<file path="src/rtl/lnc_pkg.sv">
// lnc_pkg: shared constants, register codes and control structs of the lms noise canceller
// used by every rtl file of the block but lnc_ram; no dependencies

package lnc_pkg;

  // default sizes
  localparam int TAPS_DEF        = 32;
  localparam int SAMPLE_BITS_DEF = 16;
  localparam int WEIGHT_BITS_DEF = 24;

  // fixed formats
  localparam int STEP_BITS   = 16;  // mu, unsigned q0.16
  localparam int WEIGHT_INT  = 5;   // integer bits of a weight, sign included
  localparam int WEIGHT_MAX  = 10;  // weight clamp magnitude in integer units

  // apb register map
  localparam int APB_ADDR_W = 3;
  localparam int APB_DATA_W = 32;
  localparam logic [0:0] REG_STEP_SIZE = 1'b0;

  // sequencer to datapath
  typedef struct packed {
    logic accept;    // input transaction taken this cycle
    logic issue;     // memory read issued this cycle
    logic upd;       // issued read belongs to the update pass
    logic load_err;  // capture the error and present it on the output
    logic load_me;   // form mu times error
  } lnc_ctrl_t;

  // datapath to sequencer
  typedef struct packed {
    logic busy;      // reads still in flight
    logic out_free;  // output register can take a new error
  } lnc_stat_t;

endpackage

</file>
<file path="src/rtl/lnc_stream_if.sv">
// lnc_in_if / lnc_out_if: valid-ready channels of the lms noise canceller
// depends on lnc_pkg for the default sample width

interface lnc_in_if #(
  parameter int SAMPLE_BITS = lnc_pkg::SAMPLE_BITS_DEF
) ();
  logic                          valid;
  logic                          ready;
  logic signed [SAMPLE_BITS-1:0] primary_sample;
  logic signed [SAMPLE_BITS-1:0] reference_sample;

  modport source (output valid, output primary_sample, output reference_sample, input ready);
  modport sink   (input valid, input primary_sample, input reference_sample, output ready);
endinterface

interface lnc_out_if #(
  parameter int SAMPLE_BITS = lnc_pkg::SAMPLE_BITS_DEF
) ();
  logic                          valid;
  logic                          ready;
  logic signed [SAMPLE_BITS-1:0] error_sample;

  modport source (output valid, output error_sample, input ready);
  modport sink   (input valid, input error_sample, output ready);
endinterface

</file>
<file path="src/rtl/lnc_ram.sv">
// lnc_ram: generic memory, one write port and one read port, registered read data
// no dependencies

module lnc_ram #(
  parameter int WIDTH = 16,
  parameter int DEPTH = 32
) (
  input  logic                     clk_i,
  input  logic                     we_i,
  input  logic [$clog2(DEPTH)-1:0] waddr_i,
  input  logic [WIDTH-1:0]         wdata_i,
  input  logic [$clog2(DEPTH)-1:0] raddr_i,
  output logic [WIDTH-1:0]         rdata_o
);

  logic [WIDTH-1:0] mem_q [DEPTH];
  logic [WIDTH-1:0] rdata_q;

  always_ff @(posedge clk_i) begin
    if (we_i) begin
      mem_q[waddr_i] <= wdata_i;
    end
    rdata_q <= mem_q[raddr_i];
  end

  assign rdata_o = rdata_q;

endmodule

</file>
<file path="src/rtl/lnc_ctrl.sv">
// lnc_ctrl: sequencer of the lms noise canceller; clearing pass, filter pass, update pass
// depends on lnc_pkg; drives the read addresses and the history write port

module lnc_ctrl #(
  parameter int TAPS        = lnc_pkg::TAPS_DEF,
  parameter int SAMPLE_BITS = lnc_pkg::SAMPLE_BITS_DEF
) (
  input  logic                            clk_i,
  input  logic                            rst_ni,
  input  logic                            in_valid_i,
  output logic                            in_ready_o,
  input  logic signed [SAMPLE_BITS-1:0]   reference_sample_i,
  input  lnc_pkg::lnc_stat_t              stat_i,
  output lnc_pkg::lnc_ctrl_t              ctrl_o,
  output logic [$clog2(TAPS)-1:0]         w_raddr_o,
  output logic [$clog2(TAPS)-1:0]         h_raddr_o,
  output logic                            h_we_o,
  output logic [$clog2(TAPS)-1:0]         h_waddr_o,
  output logic signed [SAMPLE_BITS-1:0]   h_wdata_o,
  output logic                            clr_we_o,
  output logic [$clog2(TAPS)-1:0]         clr_addr_o
);

  localparam int IDX_W = $clog2(TAPS);
  localparam logic [IDX_W-1:0] LAST = IDX_W'(TAPS - 1);

  typedef enum logic [6:0] {
    ST_CLEAR = 7'b0000001,
    ST_IDLE  = 7'b0000010,
    ST_FILT  = 7'b0000100,
    ST_EMIT  = 7'b0001000,
    ST_MU    = 7'b0010000,
    ST_UPD   = 7'b0100000,
    ST_DRAIN = 7'b1000000
  } state_e;

  state_e           state_q, state_d;
  logic [IDX_W-1:0] idx_q, idx_d;
  logic [IDX_W-1:0] hptr_q, hptr_d;
  logic [IDX_W-1:0] newest_q, newest_d;
  logic [IDX_W-1:0] newest_dec;
  logic [IDX_W-1:0] hptr_inc;
  lnc_pkg::lnc_ctrl_t ctl;

  assign newest_dec = (newest_q == '0) ? LAST : newest_q - 1'b1;
  assign hptr_inc   = (hptr_q == LAST) ? '0 : hptr_q + 1'b1;

  always_comb begin
    state_d  = state_q;
    idx_d    = idx_q;
    hptr_d   = hptr_q;
    newest_d = newest_q;
    ctl      = '0;
    case (state_q)
      ST_CLEAR: begin
        idx_d = idx_q + 1'b1;
        if (idx_q == LAST) begin
          idx_d   = '0;
          state_d = ST_IDLE;
        end
      end
      ST_IDLE: begin
        if (in_valid_i) begin
          ctl.accept = 1'b1;
          newest_d   = newest_dec;
          hptr_d     = newest_dec;
          idx_d      = '0;
          state_d    = ST_FILT;
        end
      end
      ST_FILT, ST_UPD: begin
        ctl.issue = 1'b1;
        ctl.upd   = (state_q == ST_UPD);
        idx_d     = idx_q + 1'b1;
        hptr_d    = hptr_inc;
        if (idx_q == LAST) begin
          idx_d   = '0;
          hptr_d  = newest_q;
          state_d = (state_q == ST_FILT) ? ST_EMIT : ST_DRAIN;
        end
      end
      ST_EMIT: begin
        if (!stat_i.busy && stat_i.out_free) begin
          ctl.load_err = 1'b1;
          state_d      = ST_MU;
        end
      end
      ST_MU: begin
        ctl.load_me = 1'b1;
        state_d     = ST_UPD;
      end
      ST_DRAIN: begin
        if (!stat_i.busy) begin
          state_d = ST_IDLE;
        end
      end
      default: begin
        state_d = ST_IDLE;
      end
    endcase
  end

  always_ff @(posedge clk_i or negedge rst_ni) begin
    if (!rst_ni) begin
      state_q  <= ST_CLEAR;
      idx_q    <= '0;
      hptr_q   <= '0;
      newest_q <= '0;
    end else begin
      state_q  <= state_d;
      idx_q    <= idx_d;
      hptr_q   <= hptr_d;
      newest_q <= newest_d;
    end
  end

  assign in_ready_o = (state_q == ST_IDLE);
  assign ctrl_o     = ctl;
  assign w_raddr_o  = idx_q;
  assign h_raddr_o  = hptr_q;

  assign clr_we_o   = (state_q == ST_CLEAR);
  assign clr_addr_o = idx_q;

  // new reference lands in its slot at the accepting edge
  assign h_we_o    = clr_we_o || ctl.accept;
  assign h_waddr_o = clr_we_o ? idx_q : newest_dec;
  assign h_wdata_o = clr_we_o ? '0 : reference_sample_i;

`ifndef SYNTHESIS
  a_accept_starts_filter: assert property (@(posedge clk_i) disable iff (!rst_ni)
    ctl.accept |=> (state_q == ST_FILT) && (idx_q == '0) && (hptr_q == newest_q))
    else $error("filter pass did not start at the newest reference");
`endif

endmodule

</file>
<file path="src/rtl/lnc_datapath.sv">
// lnc_datapath: shared multiplier, accumulator, error rounding and weight update
// depends on lnc_pkg; fed by the two memories and the sequencer

module lnc_datapath #(
  parameter int TAPS        = lnc_pkg::TAPS_DEF,
  parameter int SAMPLE_BITS = lnc_pkg::SAMPLE_BITS_DEF,
  parameter int WEIGHT_BITS = lnc_pkg::WEIGHT_BITS_DEF
) (
  input  logic                                 clk_i,
  input  logic                                 rst_ni,
  input  lnc_pkg::lnc_ctrl_t                   ctrl_i,
  output lnc_pkg::lnc_stat_t                   stat_o,
  input  logic [$clog2(TAPS)-1:0]              w_raddr_i,
  input  logic [lnc_pkg::STEP_BITS-1:0]        step_size_i,
  input  logic signed [SAMPLE_BITS-1:0]        primary_sample_i,
  input  logic signed [SAMPLE_BITS-1:0]        h_rdata_i,
  input  logic signed [WEIGHT_BITS-1:0]        w_rdata_i,
  output logic                                 w_we_o,
  output logic [$clog2(TAPS)-1:0]              w_waddr_o,
  output logic signed [WEIGHT_BITS-1:0]        w_wdata_o,
  output logic                                 out_valid_o,
  input  logic                                 out_ready_i,
  output logic signed [SAMPLE_BITS-1:0]        error_sample_o
);

  localparam int SB    = SAMPLE_BITS;
  localparam int WB    = WEIGHT_BITS;
  localparam int IDX_W = $clog2(TAPS);
  localparam int WF    = WB - lnc_pkg::WEIGHT_INT;
  localparam int ACC_W = WB + SB + IDX_W + 1;
  localparam int EST_W = ACC_W - WF;
  localparam int DIF_W = EST_W + 1;
  localparam int ME_W  = lnc_pkg::STEP_BITS + 1 + SB;
  localparam int PU_W  = ME_W + SB;
  localparam int US    = lnc_pkg::STEP_BITS + 2 * (SB - 1) - 1 - WF;
  localparam int DEL_W = PU_W + 1 - US;
  localparam int SUM_W = ((WB > DEL_W) ? WB : DEL_W) + 1;
  localparam int MA_W  = (WB > ME_W) ? WB : ME_W;
  localparam int MP_W  = MA_W + SB;

  localparam logic signed [ACC_W-1:0] HALF_F = ACC_W'(1) << (WF - 1);
  localparam logic signed [PU_W:0]    HALF_U = (PU_W + 1)'(1) << (US - 1);
  localparam logic signed [DIF_W-1:0] SMAX   = DIF_W'((longint'(1) << (SB - 1)) - 1);
  localparam logic signed [DIF_W-1:0] SMIN   = DIF_W'(-(longint'(1) << (SB - 1)));
  localparam logic signed [SUM_W-1:0] WLIM   =
    SUM_W'(longint'(lnc_pkg::WEIGHT_MAX) << WF);
  localparam logic signed [SUM_W-1:0] WLIM_N =
    SUM_W'(-(longint'(lnc_pkg::WEIGHT_MAX) << WF));

  logic                    s1_v_q, s2_v_q;
  logic                    s1_upd_q, s2_upd_q;
  logic [IDX_W-1:0]        s1_addr_q, s2_addr_q;
  logic signed [MP_W-1:0]  prod_q;
  logic signed [WB-1:0]    w_q;
  logic signed [ACC_W-1:0] acc_q;
  logic signed [SB-1:0]    prim_q;
  logic signed [SB-1:0]    err_q;
  logic signed [ME_W-1:0]  me_q;
  logic                    out_valid_q;
  logic signed [SB-1:0]    out_data_q;

  logic signed [MA_W-1:0]  mul_a;
  logic signed [MP_W-1:0]  mul_p;
  logic signed [ACC_W-1:0] acc_rnd;
  logic signed [EST_W-1:0] est;
  logic signed [DIF_W-1:0] diff;
  logic signed [SB-1:0]    err_c;
  logic signed [PU_W:0]    upd_rnd;
  logic signed [DEL_W-1:0] delta;
  logic signed [SUM_W-1:0] wsum;

  // one multiplier: weight times reference, or mu*error times reference
  assign mul_a = s1_upd_q ? MA_W'(me_q) : MA_W'(w_rdata_i);
  assign mul_p = mul_a * h_rdata_i;

  always_ff @(posedge clk_i or negedge rst_ni) begin
    if (!rst_ni) begin
      s1_v_q      <= 1'b0;
      s2_v_q      <= 1'b0;
      out_valid_q <= 1'b0;
    end else begin
      s1_v_q <= ctrl_i.issue;
      s2_v_q <= s1_v_q;
      if (ctrl_i.load_err) begin
        out_valid_q <= 1'b1;
      end else if (out_ready_i) begin
        out_valid_q <= 1'b0;
      end
    end
  end

  always_ff @(posedge clk_i) begin
    s1_upd_q  <= ctrl_i.upd;
    s1_addr_q <= w_raddr_i;
    s2_upd_q  <= s1_upd_q;
    s2_addr_q <= s1_addr_q;
    prod_q    <= mul_p;
    w_q       <= w_rdata_i;
    if (ctrl_i.accept) begin
      prim_q <= primary_sample_i;
      acc_q  <= '0;
    end else if (s2_v_q && !s2_upd_q) begin
      acc_q <= acc_q + ACC_W'(prod_q);
    end
    if (ctrl_i.load_err) begin
      err_q      <= err_c;
      out_data_q <= err_c;
    end
    if (ctrl_i.load_me) begin
      me_q <= $signed({1'b0, step_size_i}) * err_q;
    end
  end

  // estimate rounded half up, then primary minus estimate saturated
  always_comb begin
    acc_rnd = acc_q + HALF_F;
    est     = acc_rnd[ACC_W-1:WF];
    diff    = DIF_W'(prim_q) - DIF_W'(est);
    if (diff > SMAX) begin
      err_c = SMAX[SB-1:0];
    end else if (diff < SMIN) begin
      err_c = SMIN[SB-1:0];
    end else begin
      err_c = diff[SB-1:0];
    end
  end

  // delta rounded half up into weight units, then clamp to the weight limit
  always_comb begin
    upd_rnd = (PU_W + 1)'(prod_q) + HALF_U;
    delta   = upd_rnd[PU_W:US];
    wsum    = SUM_W'(w_q) + SUM_W'(delta);
    if (wsum > WLIM) begin
      w_wdata_o = WLIM[WB-1:0];
    end else if (wsum < WLIM_N) begin
      w_wdata_o = WLIM_N[WB-1:0];
    end else begin
      w_wdata_o = wsum[WB-1:0];
    end
  end

  assign w_we_o    = s2_v_q && s2_upd_q;
  assign w_waddr_o = s2_addr_q;

  assign stat_o.busy     = s1_v_q || s2_v_q;
  assign stat_o.out_free = !out_valid_q || out_ready_i;

  assign out_valid_o    = out_valid_q;
  assign error_sample_o = out_data_q;

`ifndef SYNTHESIS
  a_err_after_drain: assert property (@(posedge clk_i) disable iff (!rst_ni)
    ctrl_i.load_err |-> !s1_v_q && !s2_v_q && !ctrl_i.issue)
    else $error("error formed before the filter sum was complete");

  a_weight_in_range: assert property (@(posedge clk_i) disable iff (!rst_ni)
    w_we_o |-> (SUM_W'(w_wdata_o) <= WLIM) && (SUM_W'(w_wdata_o) >= WLIM_N))
    else $error("weight written outside the clamp range");
`endif

endmodule

</file>
<file path="src/rtl/lms_noise_canceller_unit.sv">
// lms_noise_canceller_unit: top level of the adaptive lms noise canceller
// depends on lnc_pkg, lnc_stream_if, lnc_ram, lnc_ctrl and lnc_datapath
//
//   channel   dir   handshake          payload
//   in_i      in    valid / ready      primary_sample, reference_sample
//   out_o     out   valid / ready      error_sample
//   apb       in    psel / penable     paddr, pwdata, pwrite; prdata, pready out
//
// no new item is taken until the last one is through: each pass walks the taps through
// the single read port of the history and weight memories, filter then update
// error_sample is loaded once the filter pass has drained and the output register is free
// after reset a clearing pass zeroes both memories, input held off
// a waiting output holds the sequencer before the update pass; the apb port never stalls

module lms_noise_canceller_unit #(
  parameter int TAPS        = lnc_pkg::TAPS_DEF,
  parameter int SAMPLE_BITS = lnc_pkg::SAMPLE_BITS_DEF,
  parameter int WEIGHT_BITS = lnc_pkg::WEIGHT_BITS_DEF
) (
  input  logic                             clk_i,
  input  logic                             rst_ni,
  lnc_in_if.sink                           in_i,
  lnc_out_if.source                        out_o,
  input  logic                             psel,
  input  logic                             penable,
  input  logic                             pwrite,
  input  logic [lnc_pkg::APB_ADDR_W-1:0]   paddr,
  input  logic [lnc_pkg::APB_DATA_W-1:0]   pwdata,
  output logic [lnc_pkg::APB_DATA_W-1:0]   prdata,
  output logic                             pready
);

  localparam int IDX_W = $clog2(TAPS);

  logic [lnc_pkg::STEP_BITS-1:0] step_q;
  logic                          step_sel;

  lnc_pkg::lnc_ctrl_t ctl;
  lnc_pkg::lnc_stat_t stat;

  logic [IDX_W-1:0]              w_raddr, h_raddr, h_waddr, clr_addr, dp_waddr, w_waddr;
  logic                          h_we, clr_we, dp_we, w_we;
  logic signed [SAMPLE_BITS-1:0] h_wdata, h_rdata;
  logic signed [WEIGHT_BITS-1:0] dp_wdata, w_wdata, w_rdata;

  // configuration register
  assign step_sel = (paddr[lnc_pkg::APB_ADDR_W-1] == lnc_pkg::REG_STEP_SIZE);
  assign pready   = 1'b1;
  assign prdata   = step_sel ? lnc_pkg::APB_DATA_W'(step_q) : '0;

  always_ff @(posedge clk_i or negedge rst_ni) begin
    if (!rst_ni) begin
      step_q <= '0;
    end else if (psel && penable && pwrite && step_sel) begin
      step_q <= pwdata[lnc_pkg::STEP_BITS-1:0];
    end
  end

  lnc_ctrl #(
    .TAPS        (TAPS),
    .SAMPLE_BITS (SAMPLE_BITS)
  ) u_ctrl (
    .clk_i              (clk_i),
    .rst_ni             (rst_ni),
    .in_valid_i         (in_i.valid),
    .in_ready_o         (in_i.ready),
    .reference_sample_i (in_i.reference_sample),
    .stat_i             (stat),
    .ctrl_o             (ctl),
    .w_raddr_o          (w_raddr),
    .h_raddr_o          (h_raddr),
    .h_we_o             (h_we),
    .h_waddr_o          (h_waddr),
    .h_wdata_o          (h_wdata),
    .clr_we_o           (clr_we),
    .clr_addr_o         (clr_addr)
  );

  lnc_ram #(
    .WIDTH (SAMPLE_BITS),
    .DEPTH (TAPS)
  ) u_hist_ram (
    .clk_i   (clk_i),
    .we_i    (h_we),
    .waddr_i (h_waddr),
    .wdata_i (h_wdata),
    .raddr_i (h_raddr),
    .rdata_o (h_rdata)
  );

  // weight memory: zeroed by the clearing pass, rewritten by the update pass
  assign w_we    = clr_we || dp_we;
  assign w_waddr = clr_we ? clr_addr : dp_waddr;
  assign w_wdata = clr_we ? '0 : dp_wdata;

  lnc_ram #(
    .WIDTH (WEIGHT_BITS),
    .DEPTH (TAPS)
  ) u_weight_ram (
    .clk_i   (clk_i),
    .we_i    (w_we),
    .waddr_i (w_waddr),
    .wdata_i (w_wdata),
    .raddr_i (w_raddr),
    .rdata_o (w_rdata)
  );

  lnc_datapath #(
    .TAPS        (TAPS),
    .SAMPLE_BITS (SAMPLE_BITS),
    .WEIGHT_BITS (WEIGHT_BITS)
  ) u_datapath (
    .clk_i            (clk_i),
    .rst_ni           (rst_ni),
    .ctrl_i           (ctl),
    .stat_o           (stat),
    .w_raddr_i        (w_raddr),
    .step_size_i      (step_q),
    .primary_sample_i (in_i.primary_sample),
    .h_rdata_i        (h_rdata),
    .w_rdata_i        (w_rdata),
    .w_we_o           (dp_we),
    .w_waddr_o        (dp_waddr),
    .w_wdata_o        (dp_wdata),
    .out_valid_o      (out_o.valid),
    .out_ready_i      (out_o.ready),
    .error_sample_o   (out_o.error_sample)
  );

`ifndef SYNTHESIS
  a_no_update_while_clearing: assert property (@(posedge clk_i) disable iff (!rst_ni)
    clr_we |-> !dp_we && !in_i.ready)
    else $error("weight update or input transaction during the clearing pass");
`endif

endmodule
</file>
<file path="src/flat_wrapper.sv">
// flat-port wrapper written by rule: the top's interface ports become plain ports
module lms_noise_canceller_unit_flat 
#(
  parameter int TAPS        = lnc_pkg::TAPS_DEF,
  parameter int SAMPLE_BITS = lnc_pkg::SAMPLE_BITS_DEF,
  parameter int WEIGHT_BITS = lnc_pkg::WEIGHT_BITS_DEF
)
  (clk_i, rst_ni, psel, penable, pwrite, paddr, pwdata, prdata, pready, in_i_valid, in_i_primary_sample, in_i_reference_sample, in_i_ready, out_o_valid, out_o_error_sample, out_o_ready);
  lnc_in_if #(.SAMPLE_BITS(SAMPLE_BITS)) in_i_i ();
  lnc_out_if #(.SAMPLE_BITS(SAMPLE_BITS)) out_o_i ();
  input  logic clk_i;
  input  logic rst_ni;
  input  logic psel;
  input  logic penable;
  input  logic pwrite;
  input  logic [lnc_pkg::APB_ADDR_W-1:0] paddr;
  input  logic [lnc_pkg::APB_DATA_W-1:0] pwdata;
  output logic [lnc_pkg::APB_DATA_W-1:0] prdata;
  output logic pready;
  input wire logic [$bits(in_i_i.valid)-1:0] in_i_valid;
  input wire logic [$bits(in_i_i.primary_sample)-1:0] in_i_primary_sample;
  input wire logic [$bits(in_i_i.reference_sample)-1:0] in_i_reference_sample;
  output wire logic [$bits(in_i_i.ready)-1:0] in_i_ready;
  output wire logic [$bits(out_o_i.valid)-1:0] out_o_valid;
  output wire logic [$bits(out_o_i.error_sample)-1:0] out_o_error_sample;
  input wire logic [$bits(out_o_i.ready)-1:0] out_o_ready;
  assign in_i_i.valid = in_i_valid;
  assign in_i_i.primary_sample = in_i_primary_sample;
  assign in_i_i.reference_sample = in_i_reference_sample;
  assign in_i_ready = in_i_i.ready;
  assign out_o_valid = out_o_i.valid;
  assign out_o_error_sample = out_o_i.error_sample;
  assign out_o_i.ready = out_o_ready;
  lms_noise_canceller_unit #(.TAPS(TAPS), .SAMPLE_BITS(SAMPLE_BITS), .WEIGHT_BITS(WEIGHT_BITS)) u_core (.clk_i(clk_i), .rst_ni(rst_ni), .in_i(in_i_i), .out_o(out_o_i), .psel(psel), .penable(penable), .pwrite(pwrite), .paddr(paddr), .pwdata(pwdata), .prdata(prdata), .pready(pready));
endmodule
</file>
<file path="config.mk">
export PLATFORM = sky130hd
export DESIGN_NAME = lms_noise_canceller_unit_flat
export DESIGN_NICKNAME = d
export VERILOG_FILES = /design/src/rtl/lnc_pkg.sv /design/src/rtl/lnc_stream_if.sv /design/src/rtl/lnc_ram.sv /design/src/rtl/lnc_ctrl.sv /design/src/rtl/lnc_datapath.sv /design/src/rtl/lms_noise_canceller_unit.sv /design/src/flat_wrapper.sv
export SDC_FILE = /design/constraint.sdc
export NUM_CORES = 2
export LEC_CHECK = 0
export BUFFER_PORTS_ARGS = -buffer_cell sky130_fd_sc_hd__buf_2
export CAP_MARGIN = 10
export CORE_UTILIZATION = 50
export CTS_BUF_LIST = sky130_fd_sc_hd__clkbuf_8
export DETAILED_ROUTE_END_ITERATION = 10
export PLACE_DENSITY = 0.66
export REMOVE_ABC_BUFFERS = 1
export SLEW_MARGIN = 20
export SYNTH_ARGS = -nofsm -noshare
export SYNTH_HDL_FRONTEND = slang
export SYNTH_HIERARCHICAL = 1
export SYNTH_SLANG_ARGS = --single-unit
export TNS_END_PERCENT = 30
</file>
<file path="constraint.sdc">
create_clock -name clk_i -period 19.35 [get_ports clk_i]
set_input_delay 3.87 -clock clk_i [delete_from_list [all_inputs] [get_ports clk_i]]
set_output_delay 3.87 -clock clk_i [all_outputs]
set_load 0.005 [all_outputs]
</file>
After elaboration in Yosys (flattened, before gate mapping)

Memory sizes are Yosys's and may differ from the RTL's. A register that Yosys moved wholly into a read port is not among the register bits.
Cells that the tools add are included.

Register bits: 237
RAM bits: 1280
Bits of input ports: 74
Memories: 2

Memory list:

| name                      | depth | bits a word | read ports | clocked after Yosys merged registers in | write ports | RTL line      | source |
|---|---|---|---|---|---|---|---|
| u_core.u_weight_ram.mem_q | 32    | 24          | 1          | 1                                       | 1           | lnc_ram.sv:16 | `logic [WIDTH-1:0] mem_q [DEPTH];` |
| u_core.u_hist_ram.mem_q   | 32    | 16          | 1          | 1                                       | 1           | lnc_ram.sv:16 |  |

$add $sub $neg: 8
Multipliers: 2
$lt $le $gt $ge: 4
Equality and inequality tests: 14
Multiplexer cells: 36
Bitwise operators: 1
Reductions and logical operators: 23

Operator list:

| operator               | count |
|---|---|
| $mux 24                | 3 |
| $add 49x27->50 const B | 1 |
| $mul 33x16->49         | 1 |
| $mux 16                | 3 |
| $add 46x20->46 const B | 1 |
| $add 46x46->46         | 1 |
| $mux 7                 | 6 |
| $pmux 7 s6             | 1 |
| $mux 5                 | 8 |
| $mul 17x16->33         | 1 |
| $mux 33                | 1 |
| $gt 28x16->1 const B   | 1 |
| $lt 28x16->1 const B   | 1 |
| $sub 16x27->28         | 1 |
| $add 24x24->25         | 1 |
| $gt 25x24->1 const B   | 1 |
| $lt 25x24->1 const B   | 1 |
| $pmux 5 s2             | 2 |
| $mux 1                 | 11 |
| $add 5x1->5 const B    | 2 |
| $eq 5x5->1 const B     | 2 |
| $ne 2x2->1 const B     | 5 |
| $eq 7x1->1 const B     | 1 |
| $eq 7x2->1 const B     | 1 |
| other kinds (17)       | 31 |

Depth between registers and ports, before layout

Depth after elaboration: 6
Depth in mapped cells: 28
Depth with buffers taken out: 26

By module

Netlist, hierarchy kept.

Modules (own cells, without submodules):

| module                         | times used | cells an instance | area each (µm²) |
|---|---|---|---|
| lnc_datapath                   | 1          | 4345              | 38516.9 |
| lnc_ram at u_core.u_weight_ram | 1          | 1711              | 30483.0 |
| lnc_ram at u_core.u_hist_ram   | 1          | 1143              | 20535.9 |
| lnc_ctrl                       | 1          | 179               | 1574.0 |
| lms_noise_canceller_unit       | 1          | 103               | 1124.8 |

Worst setup path before layout

OpenSTA, ideal clock, no wires.

Path type: input to output
Start: input paddr[2] (netlist bit)
End: output prdata[10] (netlist bit)
Arrival: 4.208 ns
Required time: 15.480 ns
Slack: 11.272 ns
Stages on the path: 2
Path buffers: 1
Cell sequence: clkbuf_1 nor2b_1

Cells in the longest elaborated chain, start to end: 1

Ends and longest elaborated chain:

| what            | RTL line                       | source |
|---|---|---|
| start, declared | flat_wrapper.sv:16             | `input logic [lnc_pkg::APB_ADDR_W-1:0] paddr;` |
| $mux 16         | lms_noise_canceller_unit.sv:49 | `assign prdata = step_sel ? lnc_pkg::APB_DATA_W'(step_q) : '0;` |
| end, declared   | flat_wrapper.sv:18             | `output logic [lnc_pkg::APB_DATA_W-1:0] prdata;` |

No other way between the ends.

Worst setup path after layout

Start: register u_core.u_datapath.s1_upd_q
End: register u_core.u_datapath.prod_q[43]

Cells in the longest elaborated chain, start to end: 2

Ends and longest elaborated chain:

| what                            | RTL line           | source |
|---|---|---|
| start, declared                 | lnc_datapath.sv:51 | `logic s1_upd_q, s2_upd_q;` |
| start signal, assigned          | lnc_datapath.sv:93 | `s1_upd_q <= ctrl_i.upd;` |
| $mux 33                         | lnc_datapath.sv:73 | `assign mul_a = s1_upd_q ? MA_W'(me_q) : MA_W'(w_rdata_i);` |
| $mul 33x16->49                  | lnc_datapath.sv:74 | `assign mul_p = mul_a * h_rdata_i;` |
| net u_core.u_datapath.mul_p[43] | lnc_datapath.sv:63 | `logic signed [MP_W-1:0] mul_p;` |
| end signal, assigned            | lnc_datapath.sv:97 | `prod_q <= mul_p;` |
| end, declared                   | lnc_datapath.sv:53 | `logic signed [MP_W-1:0] prod_q;` |

The timed path passes the listed nets, and every way through them passes these cells.
A chain may end at the register's enable or synchronous reset.

==> impl_table.tex <==
\begin{tabular}{lr}
\hline
Metric & Value \\
\hline
\multicolumn{2}{l}{\textbf{GRT}} \\
\quad Vias in the first global route & 59.2k \\
\quad Total congestion overflow after global routing & 0 \\
\quad Global-route wire length before repair & 341 mm \\
\quad Initial antenna violation count & 3 \\
\quad Maximum number of pins on one net before global-route repair & 129 \\
\quad Gr usage total & 23.9\% \\
\multicolumn{2}{l}{\textbf{Worst setup path}} \\
\quad Category of the most critical setup path & register to register \\
\quad Data arrival time at the worst-slack endpoint & 9640 ps \\
\quad Required time worst endpoint & 20240 ps \\
\quad Type of element launching the critical path & register \\
\quad R2R Setup Slk & 10600 ps \\
\quad Sort of element at the end of the critical path & register \\
\quad Crit-path max FO & 35 \\
\multicolumn{2}{l}{\textbf{Logic synthesis}} \\
\quad Number of distinct library cells after synthesis & 88 \\
\quad Number of register bits inferred by synthesis & 1557 \\
\quad Post-Syn Area per Cell & 12.3 sq um \\
\quad Count of synthesis-stage warnings from yosys & 6 \\
\quad Proportion of synthesized chip area in sequential cells & 48.6\% \\
\quad Async SR Flop Fraction & 2.63\% \\
\quad Cells after synthesis & 7481 \\
\quad Netlist area before placement & 92200 sq um \\
\quad Flip-flop cell with the highest count after synthesis & sky130\_fd\_sc\_hd\_\_edfxtp\_1 \\
\quad Number of flops mapped to enable cells by yosys & 1345 \\
\multicolumn{2}{l}{\textbf{Clock tree}} \\
\quad Post CTS Setup Buffer Count & 0 \\
\quad CTS tree & yes \\
\quad CTS Hold Buffers Added & 0 \\
\quad Insertion delay of the later-clocked pin in the worst-skew pair & 1010 ps \\
\quad Clk sink count & 1557 \\
\quad Max clock buf depth & 4 \\
\quad Resize count post-CTS & 0 \\
\quad Clock-pin slew on the worst setup and hold paths & 60 ps \\
\quad Clock root cell & sky130\_fd\_sc\_hd\_\_clkbuf\_8 \\
\quad CTS Buf Count & 282 \\
\quad H-tree lvl count & 5 \\
\multicolumn{2}{l}{\textbf{Placed design}} \\
\quad Hpwl dp & 143 mm \\
\quad Cell area after placement & 95000 sq um \\
\quad Placer congestion estimate & 0.864 \\
\quad Port Buf Inserts & 89 \\
\multicolumn{2}{l}{\textbf{Routing}} \\
\quad Total iterations of the first detailed-routing run & 6 \\
\quad Wirelength per Cell & 21.4 microns \\
\quad Total vias in the final route & 57.5k \\
\quad Number of violations reported at the end of detailed-routing iteration 0 & 4543 \\
\quad Final wirelength & 221 mm \\
\quad Vias per inst & 5.58 \\
\quad Post-DRT Antenna Nets & 0 \\
\quad Number of remaining DRC errors & 0 \\
\multicolumn{2}{l}{\textbf{Layout}} \\
\quad Final \#Nets & 8747 \\
\quad Area of combinational cells with multiple inputs & 42600 sq um \\
\quad Relative area change from synthesis to final layout & 8.55\% \\
\quad Number of fillers in the final layout & 15.5k \\
\quad Share of post-route cells with drive strength above 1 & 9.23\% \\
\quad Register Area & 44800 sq um \\
\quad Leading cell type in the layout, fill and taps excluded & sky130\_fd\_sc\_hd\_\_edfxtp\_1 \\
\quad Post-layout instance area & 100000 sq um \\
\quad Commonest cells after routing, fill and taps aside & sky130\_fd\_sc\_hd\_\_edfxtp\_1, sky130\_fd\_sc\_hd\_\_inv\_1, sky130\_fd\_sc\_hd\_\_nand2\_1 \\
\multicolumn{2}{l}{\textbf{Timing}} \\
\quad Max Clock Skew & 85.7 ps \\
\quad Endpoints failing setup & 0 \\
\quad Maximum clock rate & 0.114 GHz \\
\quad Worst slew margin relative to its limit & 23.5\% \\
\quad Final critical delay including setup and external delays & 8750 ps \\
\quad Fin. max-slew vios & 0 \\
\quad Number of hold-slack violations in the final timing report & 0 \\
\quad Portion of the clock cycle consumed by the worst path in the final layout & 45.2\% \\
\quad Post-Route Setup TNS & 0 ps \\
\quad Slew of the pin with the lowest slew margin & 1140 ps \\
\quad Unrepaired setup endpoints after global routing & no \\
\multicolumn{2}{l}{\textbf{Floorplan}} \\
\quad Horiz. Die Dim & 432 microns \\
\quad Die area & 186000 sq um \\
\quad I/O pin count & 125 \\
\quad Row count & 157 \\
\quad Die extent in y & 432 microns \\
\quad Starting utilization of the core area & 50.4\% \\
\quad Core Box Area & 183000 sq um \\
\multicolumn{2}{l}{\textbf{Job}} \\
\quad Reported max-cap violation count & 0 \\
\multicolumn{2}{l}{\textbf{Worst hold path}} \\
\quad Type of the tightest min-delay check & register to register \\
\multicolumn{2}{l}{\textbf{Status}} \\
\quad Run status & finished clean \\
\hline
\end{tabular}
-- worst paths after layout --
check                                               startpoint                              to  cells after the start
worst max-delay path                u_core/u_datapath/s1_upd_q    u_core/u_datapath/prod_q[43]                     21
max in group asynchronous                               rst_ni     u_core/u_ctrl/clr_addr_o[0]                      2
worst max register to register      u_core/u_datapath/s1_upd_q    u_core/u_datapath/prod_q[43]                     21
worst min-delay path            u_core/u_datapath/s1_addr_q[3]  u_core/u_datapath/w_waddr_o[3]                      0
worst min register to register  u_core/u_datapath/s1_addr_q[3]  u_core/u_datapath/w_waddr_o[3]                      0
min in group asynchronous                               rst_ni                u_core/step_q[1]                      2
-- area by class of cell --
type,count,share of cell area (%)
Multi-Input combinational cell,4736,42.5
Timing Repair Buffer,216,1.44
Sequential cell,1557,44.8
Clock buffer,294,4.04
Tap cell,2464,3.08
Antenna cell,4,0.0100
Clock inverter,179,0.942
Inverter,842,3.16
-- worst max-delay path, cell delays in order, from the launching register on --
cell and delay (ps):
sky130_fd_sc_hd__dfxtp_1 310, sky130_fd_sc_hd__buf_4 440, sky130_fd_sc_hd__nand2b_1 510, sky130_fd_sc_hd__nand2_1 660
sky130_fd_sc_hd__nand2_1 320, sky130_fd_sc_hd__fa_1 450, sky130_fd_sc_hd__fa_1 520, sky130_fd_sc_hd__fa_1 510
sky130_fd_sc_hd__inv_1 50, sky130_fd_sc_hd__fa_1 570, sky130_fd_sc_hd__fa_1 430, sky130_fd_sc_hd__fa_1 440
sky130_fd_sc_hd__ha_1 420, sky130_fd_sc_hd__a31o_2 260, sky130_fd_sc_hd__a2111oi_0 770, sky130_fd_sc_hd__o211ai_1 480
sky130_fd_sc_hd__a311oi_1 620, sky130_fd_sc_hd__o21ai_0 290, sky130_fd_sc_hd__nand2b_1 240, sky130_fd_sc_hd__nand2_1 80
sky130_fd_sc_hd__a21oi_1 190, sky130_fd_sc_hd__xnor2_1 130
-- routing by layer --
metal | up-vias | part of all wire (%) | track usage [%] | wire length [microns]
met4 | 0 | 4.0 | 10.2 | 8920
li1 | 26147 | - | - | -
met2 | 1814 | 48 | 39.4 | 107000
met3 | 384 | 5.8 | 3.65 | 12800
met1 | 29133 | 42 | 31.5 | 92300
met5 | - | 0 | 0 | 0
-- metrics by stage --
| step | utilization [%] | instances | hold WS, ps | worst slack (ps) |
|---|---|---|---|---|
| floorplan | - | 7135 | 310 | 4570 |
| global placement | 51.9 | 9813 | 311 | 10940 |
| detailed placement | 51.9 | 9815 | 312 | 10890 |
| CTS | 54.6 | 10288 | 290 | 10860 |
| global route | 54.7 | 10290 | 299 | 10320 |
| finish | 54.7 | 10292 | 301 | 10600 |
-- cells by family (layout without fill, tap and decap cells) --
| group | after synthesis | in the layout | synth area share, % |
|---|---|---|---|
| AOI/OAI and AO/OA | 929 | 929 | 6.65 |
| xor gates and xnor gates | 204 | 204 | 1.94 |
| adders and majority gates | 1038 | 1038 | 19.8 |
| buffers and inverters | 1203 | 1531 | 5.60 |
| DFF | 1557 | 1557 | 48.6 |
| muxes | 697 | 697 | 7.67 |
| other | 2 | 21 | 0.00814 |
| and+or+nand+nor | 1851 | 1851 | 9.77 |
-- synthesized netlist by cell type (all sizes together) (19+ instances only) --
cell    number  area (sq um)
edfxtp    1345         40400
inv        842          3160
nand2      737          2770
fa         697         14000
mux2i      650          6510
ha         341          4270
and2       317          1980
a21oi      286          1430
nor2       231           875
clkbuf     205           773
dfxtp      171          3420
nand3      171           856
buf        156          1230
a22oi      139          1040
xnor2      118          1030
o21ai      112           561
xor2        86           753
a22o        84           736
a21o        83           623
nor3        80           400
nor2b       77           482
a31oi       58           363
nand4       49           307
nand2b      48           300
mux2        47           567
dfrtp       40          1000
and3        35           219
o21a        29           218
a211oi      20           150
or2         19           119
-- state kept, by name, indices dropped and copies added, names as in the netlist --
name                              cells
u_core/u_datapath/s2_v_q              1
u_core/u_datapath/prod_q             49
u_core/u_hist_ram/mem_q             512
u_core/u_datapath/s2_upd_q            1
u_core/u_weight_ram/mem_q           768
u_core/u_weight_ram/rdata_o          24
u_core/u_ctrl/newest_q                5
u_core/u_datapath/s1_v_q              1
u_core/step_q                        16
u_core/u_hist_ram/rdata_o            16
u_core/u_datapath/s1_upd_q            1
u_core/u_datapath/s1_addr_q           5
u_core/u_ctrl/h_raddr_o               5
u_core/u_ctrl/state_q                 7
u_core/u_datapath/w_q                24
u_core/u_ctrl/clr_addr_o              5
u_core/u_datapath/me_q               33
u_core/u_datapath/prim_q             16
u_core/u_datapath/error_sample_o     16
u_core/u_datapath/acc_q              46
u_core/u_datapath/w_waddr_o           5
u_core/u_datapath/out_valid_o         1
Power is left out: the tool's default activity adds up to more than one toggle a clock period on the data nets, which glitch-free logic cannot reach.
